===== config.mk =====
export PLATFORM = sky130hd
export DESIGN_NAME = hsl_to_rgb_converter
export DESIGN_NICKNAME = d
export VERILOG_FILES = /design/src/design/hslrgb_pkg.sv /design/src/design/hsl_to_rgb_converter.sv /design/src/design/hslrgb_prep.sv /design/src/design/hslrgb_qp.sv /design/src/design/hslrgb_chan.sv
export SDC_FILE = /design/constraint.sdc
export NUM_CORES = 2
export LEC_CHECK = 0
export BUFFER_PORTS_ARGS = -buffer_cell sky130_fd_sc_hd__buf_4
export CORE_AREA = 3 3 321 640
export CTS_CLUSTER_DIAMETER = 60
export DETAILED_ROUTE_END_ITERATION = 16
export DIE_AREA = 0 0 324 643
export PLACE_DENSITY = 0.51
export SETUP_SLACK_MARGIN = 0.05
export SLEW_MARGIN = 20
export SYNTH_ARGS = -nofsm -noshare
export SYNTH_HDL_FRONTEND = slang
export SYNTH_SLANG_ARGS = --single-unit

===== constraint.sdc =====
create_clock -name clk_i -period 7.1 [get_ports clk_i]
set_input_delay 0.355 -clock clk_i [delete_from_list [all_inputs] [get_ports clk_i]]
set_output_delay 0.355 -clock clk_i [all_outputs]
set_load 0.005 [all_outputs]

===== src/design/hslrgb_pkg.sv =====
// Shared constants and types of the HSL to RGB converter.
`default_nettype none

package hslrgb_pkg;

  // Default fraction width of the fixed-point datapath
  localparam int unsigned FRAC_BITS_DEF = 16;

  // Fixed port widths
  localparam int unsigned IN_W  = 18;
  localparam int unsigned OUT_W = 8;

  // Channel lanes
  localparam int unsigned CH_N     = 3;
  localparam int unsigned CH_RED   = 0;
  localparam int unsigned CH_GREEN = 1;
  localparam int unsigned CH_BLUE  = 2;

  // Cycles from an accepted transaction to its result strobe
  localparam int unsigned LATENCY = 6;

  // Segment of the piecewise hue ramp
  typedef enum logic [1:0] {
    SEG_RISE,   // p + d * 6t
    SEG_HIGH,   // q
    SEG_FALL,   // p + d * 6(2/3 - t)
    SEG_LOW     // p
  } seg_e;

  // Control that travels with each pipeline stage
  typedef struct packed {
    logic valid;
    logic grey;
  } ctl_t;

endpackage

`default_nettype wire


===== src/design/hsl_to_rgb_converter.sv =====
// Top level of the pipelined HSL to RGB converter.
//
// Usage: drive hue_i, saturation_i and lightness_i (signed, FRAC_BITS
// fraction bits, clamped to 0..1 internally) and raise start_i for one
// cycle per transaction. A transaction is taken at every rising edge with
// start_i high and busy_o low; busy_o stays low, so one pixel can enter
// on every clock.
// Result: red_o, green_o and blue_o show the 8-bit channels for exactly one
// cycle, marked by done_o.
// Throughput is one transaction per cycle; each result passes through the
// stage chain clamp/wrap, q product, q/p, ramp product, select, scale.
// Results leave in the order the transactions came in.
// Reset (rst_ni low, asynchronous) clears all valid bits; transactions in
// flight are dropped and no strobe follows. The receiver cannot stall, so
// the pipeline never holds.
`default_nettype none

module hsl_to_rgb_converter #(
  parameter int unsigned FRAC_BITS = hslrgb_pkg::FRAC_BITS_DEF
) (
  input  logic                                  clk_i,
  input  logic                                  rst_ni,
  input  logic                                  start_i,
  output logic                                  busy_o,
  input  logic signed [hslrgb_pkg::IN_W-1:0]    hue_i,
  input  logic signed [hslrgb_pkg::IN_W-1:0]    saturation_i,
  input  logic signed [hslrgb_pkg::IN_W-1:0]    lightness_i,
  output logic                                  done_o,
  output logic [hslrgb_pkg::OUT_W-1:0]          red_o,
  output logic [hslrgb_pkg::OUT_W-1:0]          green_o,
  output logic [hslrgb_pkg::OUT_W-1:0]          blue_o
);
  import hslrgb_pkg::*;

  localparam int unsigned W = FRAC_BITS + 1;

  // Fully pipelined: never refuses a transaction
  logic take;
  assign busy_o = 1'b0;
  assign take   = start_i && !busy_o;

  // Stages 1-2
  ctl_t                   ctl2;
  logic [W-1:0]           l2, s2;
  logic                   low_half2;
  logic [2*FRAC_BITS+2:0] prod2;
  seg_e [CH_N-1:0]        seg2;
  logic [CH_N-1:0][W-1:0] fac2;

  hslrgb_prep #(.FRAC_BITS(FRAC_BITS)) u_prep (
    .clk_i        (clk_i),
    .rst_ni       (rst_ni),
    .valid_i      (take),
    .hue_i        (hue_i),
    .saturation_i (saturation_i),
    .lightness_i  (lightness_i),
    .ctl_o        (ctl2),
    .l_o          (l2),
    .s_o          (s2),
    .low_half_o   (low_half2),
    .prod_o       (prod2),
    .seg_o        (seg2),
    .fac_o        (fac2)
  );

  // Stage 3
  ctl_t                   ctl3;
  logic [W-1:0]           l3, p3, q3, d3;
  seg_e [CH_N-1:0]        seg3;
  logic [CH_N-1:0][W-1:0] fac3;

  hslrgb_qp #(.FRAC_BITS(FRAC_BITS)) u_qp (
    .clk_i      (clk_i),
    .rst_ni     (rst_ni),
    .ctl_i      (ctl2),
    .l_i        (l2),
    .s_i        (s2),
    .low_half_i (low_half2),
    .prod_i     (prod2),
    .seg_i      (seg2),
    .fac_i      (fac2),
    .ctl_o      (ctl3),
    .l_o        (l3),
    .p_o        (p3),
    .q_o        (q3),
    .d_o        (d3),
    .seg_o      (seg3),
    .fac_o      (fac3)
  );

  // Stages 4-6, one lane per channel
  logic [CH_N-1:0]            lane_valid;
  logic [CH_N-1:0][OUT_W-1:0] lane_value;

  for (genvar c = 0; c < CH_N; c++) begin : g_chan
    hslrgb_chan #(.FRAC_BITS(FRAC_BITS)) u_chan (
      .clk_i   (clk_i),
      .rst_ni  (rst_ni),
      .ctl_i   (ctl3),
      .seg_i   (seg3[c]),
      .fac_i   (fac3[c]),
      .l_i     (l3),
      .p_i     (p3),
      .q_i     (q3),
      .d_i     (d3),
      .valid_o (lane_valid[c]),
      .value_o (lane_value[c])
    );
  end

  assign done_o  = lane_valid[CH_RED];
  assign red_o   = lane_value[CH_RED];
  assign green_o = lane_value[CH_GREEN];
  assign blue_o  = lane_value[CH_BLUE];

  // Every taken transaction is followed by its result strobe
  a_latency: assert property (@(posedge clk_i) disable iff (!rst_ni)
    take |-> ##LATENCY done_o)
    else $error("result strobe missing");

  // No result strobe without an earlier taken transaction
  a_no_spurious: assert property (@(posedge clk_i) disable iff (!rst_ni)
    done_o |-> $past(take, LATENCY))
    else $error("spurious result strobe");

  // The three channel lanes stay in lockstep
  a_lanes: assert property (@(posedge clk_i) disable iff (!rst_ni)
    (lane_valid[CH_GREEN] == lane_valid[CH_RED]) &&
    (lane_valid[CH_BLUE] == lane_valid[CH_RED]))
    else $error("channel lanes out of step");

endmodule

`default_nettype wire


===== src/design/hslrgb_prep.sv =====
// Input conditioning: clamp, hue offsets and wrap, q product and ramp factors.
`default_nettype none

module hslrgb_prep #(
  parameter int unsigned FRAC_BITS = hslrgb_pkg::FRAC_BITS_DEF
) (
  input  logic                                            clk_i,
  input  logic                                            rst_ni,
  input  logic                                            valid_i,
  input  logic signed [hslrgb_pkg::IN_W-1:0]              hue_i,
  input  logic signed [hslrgb_pkg::IN_W-1:0]              saturation_i,
  input  logic signed [hslrgb_pkg::IN_W-1:0]              lightness_i,
  output hslrgb_pkg::ctl_t                                ctl_o,
  output logic [FRAC_BITS:0]                              l_o,
  output logic [FRAC_BITS:0]                              s_o,
  output logic                                            low_half_o,
  output logic [2*FRAC_BITS+2:0]                          prod_o,
  output hslrgb_pkg::seg_e [hslrgb_pkg::CH_N-1:0]         seg_o,
  output logic [hslrgb_pkg::CH_N-1:0][FRAC_BITS:0]        fac_o
);
  import hslrgb_pkg::*;

  localparam int unsigned W     = FRAC_BITS + 1;
  localparam int unsigned MW    = FRAC_BITS + 2;
  localparam int unsigned PW    = 2 * FRAC_BITS + 3;
  localparam int unsigned CW    = ((IN_W > W) ? IN_W : W) + 1;
  localparam int unsigned ONE_I = 1 << FRAC_BITS;

  localparam logic [W-1:0] ONE        = W'(ONE_I);
  localparam logic [W-1:0] HALF       = W'(ONE_I / 2);
  localparam logic [W-1:0] THIRD      = W'(ONE_I / 3);
  localparam logic [W-1:0] SIXTH      = W'(ONE_I / 6);
  localparam logic [W-1:0] TWO_THIRDS = W'((2 * ONE_I) / 3);

  // Clamp a signed input to 0..ONE
  function automatic logic [W-1:0] clamp_in(input logic signed [IN_W-1:0] v);
    logic signed [CW-1:0] x;
    logic [W-1:0]         r;
    x = CW'(v);
    if (x < 0) begin
      r = '0;
    end else if (x > $signed(CW'(ONE))) begin
      r = ONE;
    end else begin
      r = x[W-1:0];
    end
    return r;
  endfunction

  // Stage 1: clamp and hue offsets
  logic [W-1:0]             h_c, s_c, l_c;
  logic [W:0]               tr_sum;
  logic [W:0]               tr_wrap;
  logic [CH_N-1:0][W-1:0]   t_d;

  always_comb begin
    h_c     = clamp_in(hue_i);
    s_c     = clamp_in(saturation_i);
    l_c     = clamp_in(lightness_i);
    tr_sum  = (W+1)'(h_c) + (W+1)'(THIRD);
    tr_wrap = tr_sum - (W+1)'(ONE);
    t_d[CH_RED]   = (tr_sum > (W+1)'(ONE)) ? tr_wrap[W-1:0] : tr_sum[W-1:0];
    t_d[CH_GREEN] = h_c;
    t_d[CH_BLUE]  = (h_c < THIRD) ? (h_c + (ONE - THIRD)) : (h_c - THIRD);
  end

  ctl_t                   ctl1_q;
  logic [W-1:0]           l1_q, s1_q;
  logic [CH_N-1:0][W-1:0] t1_q;

  always_ff @(posedge clk_i or negedge rst_ni) begin
    if (!rst_ni) begin
      ctl1_q <= '0;
    end else begin
      ctl1_q.valid <= valid_i;
      ctl1_q.grey  <= (s_c == '0);
    end
  end

  always_ff @(posedge clk_i) begin
    l1_q <= l_c;
    s1_q <= s_c;
    t1_q <= t_d;
  end

  // Stage 2: l * (1 + s) or l * s, ramp segment and factor per channel
  logic                   low_half_d;
  logic [MW-1:0]          mul_b;
  logic [PW-1:0]          prod_d;
  seg_e [CH_N-1:0]        seg_d;
  logic [CH_N-1:0][W-1:0] fac_d;
  logic [W+2:0]           six_t;

  always_comb begin
    low_half_d = (l1_q < HALF);
    mul_b      = low_half_d ? (MW'(ONE) + MW'(s1_q)) : MW'(s1_q);
    prod_d     = PW'(l1_q) * PW'(mul_b);
    six_t      = '0;
    for (int i = 0; i < CH_N; i++) begin
      if (t1_q[i] < SIXTH) begin
        seg_d[i] = SEG_RISE;
        six_t    = (W+3)'(t1_q[i]) * (W+3)'(6);
        fac_d[i] = six_t[W-1:0];
      end else if (t1_q[i] < HALF) begin
        seg_d[i] = SEG_HIGH;
        fac_d[i] = '0;
      end else if (t1_q[i] < TWO_THIRDS) begin
        seg_d[i] = SEG_FALL;
        six_t    = (W+3)'(TWO_THIRDS - t1_q[i]) * (W+3)'(6);
        fac_d[i] = six_t[W-1:0];
      end else begin
        seg_d[i] = SEG_LOW;
        fac_d[i] = '0;
      end
    end
  end

  always_ff @(posedge clk_i or negedge rst_ni) begin
    if (!rst_ni) begin
      ctl_o <= '0;
    end else begin
      ctl_o <= ctl1_q;
    end
  end

  always_ff @(posedge clk_i) begin
    l_o        <= l1_q;
    s_o        <= s1_q;
    low_half_o <= low_half_d;
    prod_o     <= prod_d;
    seg_o      <= seg_d;
    fac_o      <= fac_d;
  end

endmodule

`default_nettype wire


===== src/design/hslrgb_qp.sv =====
// Stage 3: forms q, p and the ramp span d = q - p.
`default_nettype none

module hslrgb_qp #(
  parameter int unsigned FRAC_BITS = hslrgb_pkg::FRAC_BITS_DEF
) (
  input  logic                                            clk_i,
  input  logic                                            rst_ni,
  input  hslrgb_pkg::ctl_t                                ctl_i,
  input  logic [FRAC_BITS:0]                              l_i,
  input  logic [FRAC_BITS:0]                              s_i,
  input  logic                                            low_half_i,
  input  logic [2*FRAC_BITS+2:0]                          prod_i,
  input  hslrgb_pkg::seg_e [hslrgb_pkg::CH_N-1:0]         seg_i,
  input  logic [hslrgb_pkg::CH_N-1:0][FRAC_BITS:0]        fac_i,
  output hslrgb_pkg::ctl_t                                ctl_o,
  output logic [FRAC_BITS:0]                              l_o,
  output logic [FRAC_BITS:0]                              p_o,
  output logic [FRAC_BITS:0]                              q_o,
  output logic [FRAC_BITS:0]                              d_o,
  output hslrgb_pkg::seg_e [hslrgb_pkg::CH_N-1:0]         seg_o,
  output logic [hslrgb_pkg::CH_N-1:0][FRAC_BITS:0]        fac_o
);
  import hslrgb_pkg::*;

  localparam int unsigned W  = FRAC_BITS + 1;
  localparam int unsigned XW = FRAC_BITS + 3;

  logic [XW-1:0] prod_sh;
  logic [XW-1:0] q_hi;
  logic [XW-1:0] p_diff;
  logic [W-1:0]  q_d, p_d, d_d;

  // q from the product, then p = 2l - q floored at zero
  always_comb begin
    prod_sh = prod_i[2*FRAC_BITS+2:FRAC_BITS];
    q_hi    = XW'(l_i) + XW'(s_i) - prod_sh;
    q_d     = low_half_i ? prod_sh[W-1:0] : q_hi[W-1:0];
    p_diff  = (XW'(l_i) << 1) - XW'(q_d);
    p_d     = p_diff[XW-1] ? '0 : p_diff[W-1:0];
    d_d     = (q_d >= p_d) ? (q_d - p_d) : '0;
  end

  always_ff @(posedge clk_i or negedge rst_ni) begin
    if (!rst_ni) begin
      ctl_o <= '0;
    end else begin
      ctl_o <= ctl_i;
    end
  end

  always_ff @(posedge clk_i) begin
    l_o   <= l_i;
    p_o   <= p_d;
    q_o   <= q_d;
    d_o   <= d_d;
    seg_o <= seg_i;
    fac_o <= fac_i;
  end

  // q never falls below p for any valid transaction
  a_q_ge_p: assert property (@(posedge clk_i) disable iff (!rst_ni)
    ctl_o.valid |-> (q_o >= p_o))
    else $error("q below p");

endmodule

`default_nettype wire


===== src/design/hslrgb_chan.sv =====
// One color channel: ramp product, segment select and 8-bit scaling.
`default_nettype none

module hslrgb_chan #(
  parameter int unsigned FRAC_BITS = hslrgb_pkg::FRAC_BITS_DEF
) (
  input  logic                              clk_i,
  input  logic                              rst_ni,
  input  hslrgb_pkg::ctl_t                  ctl_i,
  input  hslrgb_pkg::seg_e                  seg_i,
  input  logic [FRAC_BITS:0]                fac_i,
  input  logic [FRAC_BITS:0]                l_i,
  input  logic [FRAC_BITS:0]                p_i,
  input  logic [FRAC_BITS:0]                q_i,
  input  logic [FRAC_BITS:0]                d_i,
  output logic                              valid_o,
  output logic [hslrgb_pkg::OUT_W-1:0]      value_o
);
  import hslrgb_pkg::*;

  localparam int unsigned W     = FRAC_BITS + 1;
  localparam int unsigned SW    = FRAC_BITS + 3;
  localparam int unsigned ONE_I = 1 << FRAC_BITS;
  localparam logic [W-1:0] ONE  = W'(ONE_I);

  // Stage 4: d times the ramp factor
  ctl_t          ctl4_q;
  seg_e          seg4_q;
  logic [W-1:0]  l4_q, p4_q, q4_q;
  logic [2*W-1:0] prod4_q;

  always_ff @(posedge clk_i or negedge rst_ni) begin
    if (!rst_ni) begin
      ctl4_q <= '0;
    end else begin
      ctl4_q <= ctl_i;
    end
  end

  always_ff @(posedge clk_i) begin
    seg4_q  <= seg_i;
    l4_q    <= l_i;
    p4_q    <= p_i;
    q4_q    <= q_i;
    prod4_q <= (2*W)'(d_i) * (2*W)'(fac_i);
  end

  // Stage 5: pick the segment value (l when grey), clamp to 0..ONE
  logic [SW-1:0] ramp_sum;
  logic [SW-1:0] chan_raw;
  logic [W-1:0]  chan_d;
  logic          valid5_q;
  logic [W-1:0]  chan5_q;

  always_comb begin
    ramp_sum = SW'(p4_q) + SW'(prod4_q[2*W-1:FRAC_BITS]);
    unique case (seg4_q)
      SEG_RISE: chan_raw = ramp_sum;
      SEG_HIGH: chan_raw = SW'(q4_q);
      SEG_FALL: chan_raw = ramp_sum;
      SEG_LOW:  chan_raw = SW'(p4_q);
      default:  chan_raw = SW'(p4_q);
    endcase
    if (ctl4_q.grey) begin
      chan_d = l4_q;
    end else if (chan_raw > SW'(ONE)) begin
      chan_d = ONE;
    end else begin
      chan_d = chan_raw[W-1:0];
    end
  end

  always_ff @(posedge clk_i or negedge rst_ni) begin
    if (!rst_ni) begin
      valid5_q <= 1'b0;
    end else begin
      valid5_q <= ctl4_q.valid;
    end
  end

  always_ff @(posedge clk_i) begin
    chan5_q <= chan_d;
  end

  // Stage 6: times 255 as (v << 8) - v, truncate, saturate
  logic [W+7:0] scaled;
  logic [8:0]   byte_w;
  logic [OUT_W-1:0] byte_d;

  always_comb begin
    scaled = ((W+8)'(chan5_q) << 8) - (W+8)'(chan5_q);
    byte_w = scaled[W+7:FRAC_BITS];
    byte_d = byte_w[8] ? {OUT_W{1'b1}} : byte_w[OUT_W-1:0];
  end

  always_ff @(posedge clk_i or negedge rst_ni) begin
    if (!rst_ni) begin
      valid_o <= 1'b0;
    end else begin
      valid_o <= valid5_q;
    end
  end

  always_ff @(posedge clk_i) begin
    value_o <= byte_d;
  end

endmodule

`default_nettype wire

==> metrics.csv <==
stage,metric,value,unit
floorplanning,core region area,201000,um2
sta,crit path time final,7.22,ns
final_layout,total number of nets in the final design,8582,
critical_path,"Data required, critical path",7.63,ns
sta,worst path setup slack after routing,-0.115,ns
logic_synthesis,Syn Area/Cell,9.02,um2
logic_synthesis,synthesized instance count,6675,
detailed_routing,post-DR vias/cell,4.79,
final_layout,area overhead of the layout relative to synthesis,13.7,%
sta,setup repair after global routing missed its margin,yes,
logic_synthesis,sequential-to-total area share from yosys stat,17.0,%
critical_path,Worst Path Max Fanout,3,
logic_synthesis,number of different library cells in the post-synthesis netlist,94,
clocking,number of buffers between clock root and the deepest sink,3,
detailed_routing,final routed wirelength across all metal layers,189000,um
critical_path,CP max stage delay,0.54,ns
sta,share of the cycle needed by the critical path after routing,102,%
critical_path,library cell contributing the largest single delay on the critical path,fa_1,
sta,max frequency,139,MHz
sta,Post-Route Skew,0.0453,ns
final_layout,"most common cell after layout, fill and taps aside",inv_1,
critical_path,category of the most critical setup path,reg -> reg,
placement,half-perimeter wire length after detailed placement,159000,um
clocking,"Reg clk slew, reported paths",0.07,ns
power,clock group share of total power,15.6,%
critical_path,worst reg2reg path depth,38,
clocking,clock tree sinks,508,
grt,number of global-route vias before repair,51512,
critical_path,Startpoint Class,flop,
final_layout,"commonest cells after routing, fill and taps aside","inv_1, fa_1, nand2_1",
detailed_routing,post-route antenna net violation count,0,
floorplanning,x dimension of the die,324,um
critical_path,"Data arrival, critical path",7.75,ns
power,Static Leakage,32.7,nW
logic_synthesis,Netlist Area Pre-Place,60200,um2
critical_path,cell repeated most along the worst path,buf_4,
final_layout,share of final-layout standard cells stronger than drive strength 1,9.33,%
critical_path,endpoint kind of the worst setup timing path,flop,
logic_synthesis,Async SR Flop Fraction,1.97,%
run_status,violations in the final reports,negative setup slack,
detailed_routing,number of DRC markers in iteration 0,1819,
sta,relative max-transition margin,28.0,%
floorplanning,initial cell density of the core,29.9,%
logic_synthesis,number of synthesized flops with an enable pin,0,
grt,wire length of the first global-routing pass,291000,um
power,portion of total power attributed to combinational logic,61.0,%
clocking,clock latency at the later pin of the worst-skew pair,0.67,ns
logic_synthesis,dominant cells by area after synthesis,"fa_1, dfxtp_1, ha_1, inv_1, nand2_1",
clocking,TritonCTS clock tree,done,
placement,Placed Cells,9392,
floorplanning,site row count,233,
floorplanning,overall die area,208000,um2
logic_synthesis,Yosys reg bits,508,
run_status,status,"finished, violations left",
power,Power Dens Cells,274,nW/um2
sta,slew of the pin with the lowest slew margin,1.07,ns
clocking,CTS Buf Count,51,
worst_hold_path,Hold Crit Class,in -> async,
final_layout,"number of standard cells in the layout, taps in and fillers out",9557,
clocking,CTS Root Cell,clkbuf_16,
power,Psw,8.85,mW
detailed_routing,average wire length per cell after detail routing,19.8,um
placement,number of buffer cells added on primary ports,81,
placement,weighted congestion at the end of routability-driven global placement,0.918,
logic_synthesis,library cell occupying the most area in the post-synthesis netlist,fa_1,
power,switching share of power,47.2,%
grt,antenna violations before repair,8,
logic_synthesis,top cell type's share of synthesized area,29.4,%
detailed_routing,number of vias after detailed routing,45736,
logic_synthesis,dominant register cell in the synthesized netlist,dfxtp_1,
logic_synthesis,yosys warns,0,
floorplanning,I/O pin cnt,83,
detailed_routing,DRC errors left,0,
logic_synthesis,Synthesized Nets,8335,
grt,global route overflow,0,
power,Final Power,18.7,mW
grt,global-route total usage across every layer,18.3,%
run,Max Cap Viol,0,
sta,count of pins over their slew limit,0,
power,share of total power in sequential cells,23.4,%
detailed_routing,length of the first detailed-routing pass in iterations,5,
clocking,CTS H-tree lvls,2,
floorplanning,vertical die dimension,643,um
grt,largest net degree at the start of global routing,31,
power,largest vdd supply drop,0.205,mV
sta,total setup violations reported at the end of the flow,17,
sta,"Hold Violations, Final",0,
power,Internal Dissipation,9.88,mW
final cells by class:
| cell class | instances | area [um2] |
|---|---|---|
| Multi-Input combinational cell | 4654 | 44700 |
| Fill cell | 20831 | 133000 |
| Clock buffer | 59 | 1400 |
| Tap cell | 2585 | 3230 |
| Clock inverter | 36 | 398 |
| Sequential cell | 508 | 10300 |
| Antenna cell | 8 | 20.0 |
| Inverter | 1261 | 4730 |
| Timing Repair Buffer | 446 | 3700 |
path summary, 6_finish.rpt:
path | from | end | slack (ns)
max | u_prep.s_o[1] | u_qp.d_o[7] | -0.12
min | rst_ni | g_chan[0].u_chan.valid5_q | 0.05
max reg2reg | u_prep.s_o[1] | u_qp.d_o[7] | -0.12
min reg2reg | u_qp.p_o[0] | g_chan[0].u_chan.p4_q[0] | 0.31
max in group asynchronous | rst_ni | u_prep.ctl1_q[0] | 6.91
min in group clk_i | hue_i[14] | u_prep.t1_q[48] | 0.06
state kept, by name (all words and copies together) (netlist names), 17 cells and up:
signal / count
u_qp.q_o: 17
u_qp.l_o: 17
u_prep.l1_q: 17
g_chan.u_chan.chan5_q: 51
u_qp.fac_o: 48
u_qp.p_o: 17
g_chan.u_chan.l4_q: 17
u_qp.d_o: 17
u_prep.s1_q: 17
u_prep.l_o: 17
u_prep.s_o: 17
u_prep.prod_o: 17
u_prep.fac_o: 48
u_prep.t1_q: 50
g_chan.u_chan.value_o: 24
g_chan.u_chan.q4_q: 17
g_chan.u_chan.prod4_q: 54
g_chan.u_chan.p4_q: 17
what timing repair did:
item	in CTS	in global routing
pin swaps	6	10
gates cloned	1	1
resized for setup	31	68
hold buffers	36	0
setup endpoints to repair	43	42
setup buffers	18	6
endpoints found under the hold margin	43	0
power by group through the flow:
stage | combinational, mW | sequential [mW] | clock (mW)
floorplan | 7.05 | 3.88 | 0
global placement | 10.9 | 4.44 | 0
detailed placement | 11.0 | 4.44 | 0
CTS | 11.4 | 4.38 | 3.03
global route | 12.7 | 4.43 | 3.11
finish | 11.4 | 4.38 | 2.92
kinds of logic (layout without fill, tap and decap cells):
family	after synthesis	in the layout	synth area share, %
AND/OR/NAND/NOR	1912	1912	15.3
adder cells (fa/ha/maj)	1605	1605	44.4
buffers and inverters	1513	1802	9.47
AO/OA/AOI/OAI	798	798	8.76
flip-flops	508	508	17.0
XOR/XNOR	282	282	4.17
multiplexers	55	55	0.925
other	2	10	0.0125
per-stage QoR:
step / worst slack, ns / util (%) / instance area, um2 / setup TNS (ns) / hold WS [ns]
floorplan: 0.0641 / - / 60400 / 0 / 0.0594
global placement: -0.404 / 32.6 / 65700 / -6.33 / 0.190
detailed placement: -0.420 / 32.6 / 65700 / -6.63 / 0.195
CTS: -0.0850 / 33.9 / 68100 / -0.957 / 0.00214
global route: -0.405 / 34.0 / 68400 / -6.59 / 0.0408
finish: -0.115 / 34.0 / 68400 / -0.903 / 0.0479
synthesized netlist by cell type (32+ instances only):
| cell type | instances |
|---|---|
| inv_1 | 1252 |
| fa_1 | 884 |
| nand2_1 | 861 |
| ha_1 | 719 |
| dfxtp_1 | 498 |
| and2_1 | 477 |
| clkbuf_1 | 242 |
| nor2_1 | 224 |
| a21oi_1 | 209 |
| xnor2_1 | 209 |
| o21ai_0 | 103 |
| a21o_1 | 92 |
| nor3_1 | 70 |
| xor2_1 | 70 |
| nand3_1 | 52 |
| o21a_1 | 52 |
| o21bai_1 | 51 |
| mux2i_1 | 50 |
| o22ai_1 | 42 |
| o21ai_1 | 38 |
| nand2b_1 | 32 |
critical path, delay by kind of cell, from the launching register on:
family | cells | cell delay (ns)
compound gates | 15 | 3.12
xor+xnor | 1 | 0.32
fa+ha+maj | 4 | 1.42
buf+inv | 12 | 1.31
flops | 1 | 0.32
simple gates | 6 | 0.58
per-layer routing:
metal | vias up | track usage (%) | share of wire, %
li1 | 21350 | - | -
met1 | 22940 | 16.0 | 31
met2 | 930 | 37.8 | 58
met3 | 516 | 1.10 | 2.1
met4 | 0 | 13.5 | 8.8
met5 | - | 0 | 0
Power figures use the tool's default switching activity.
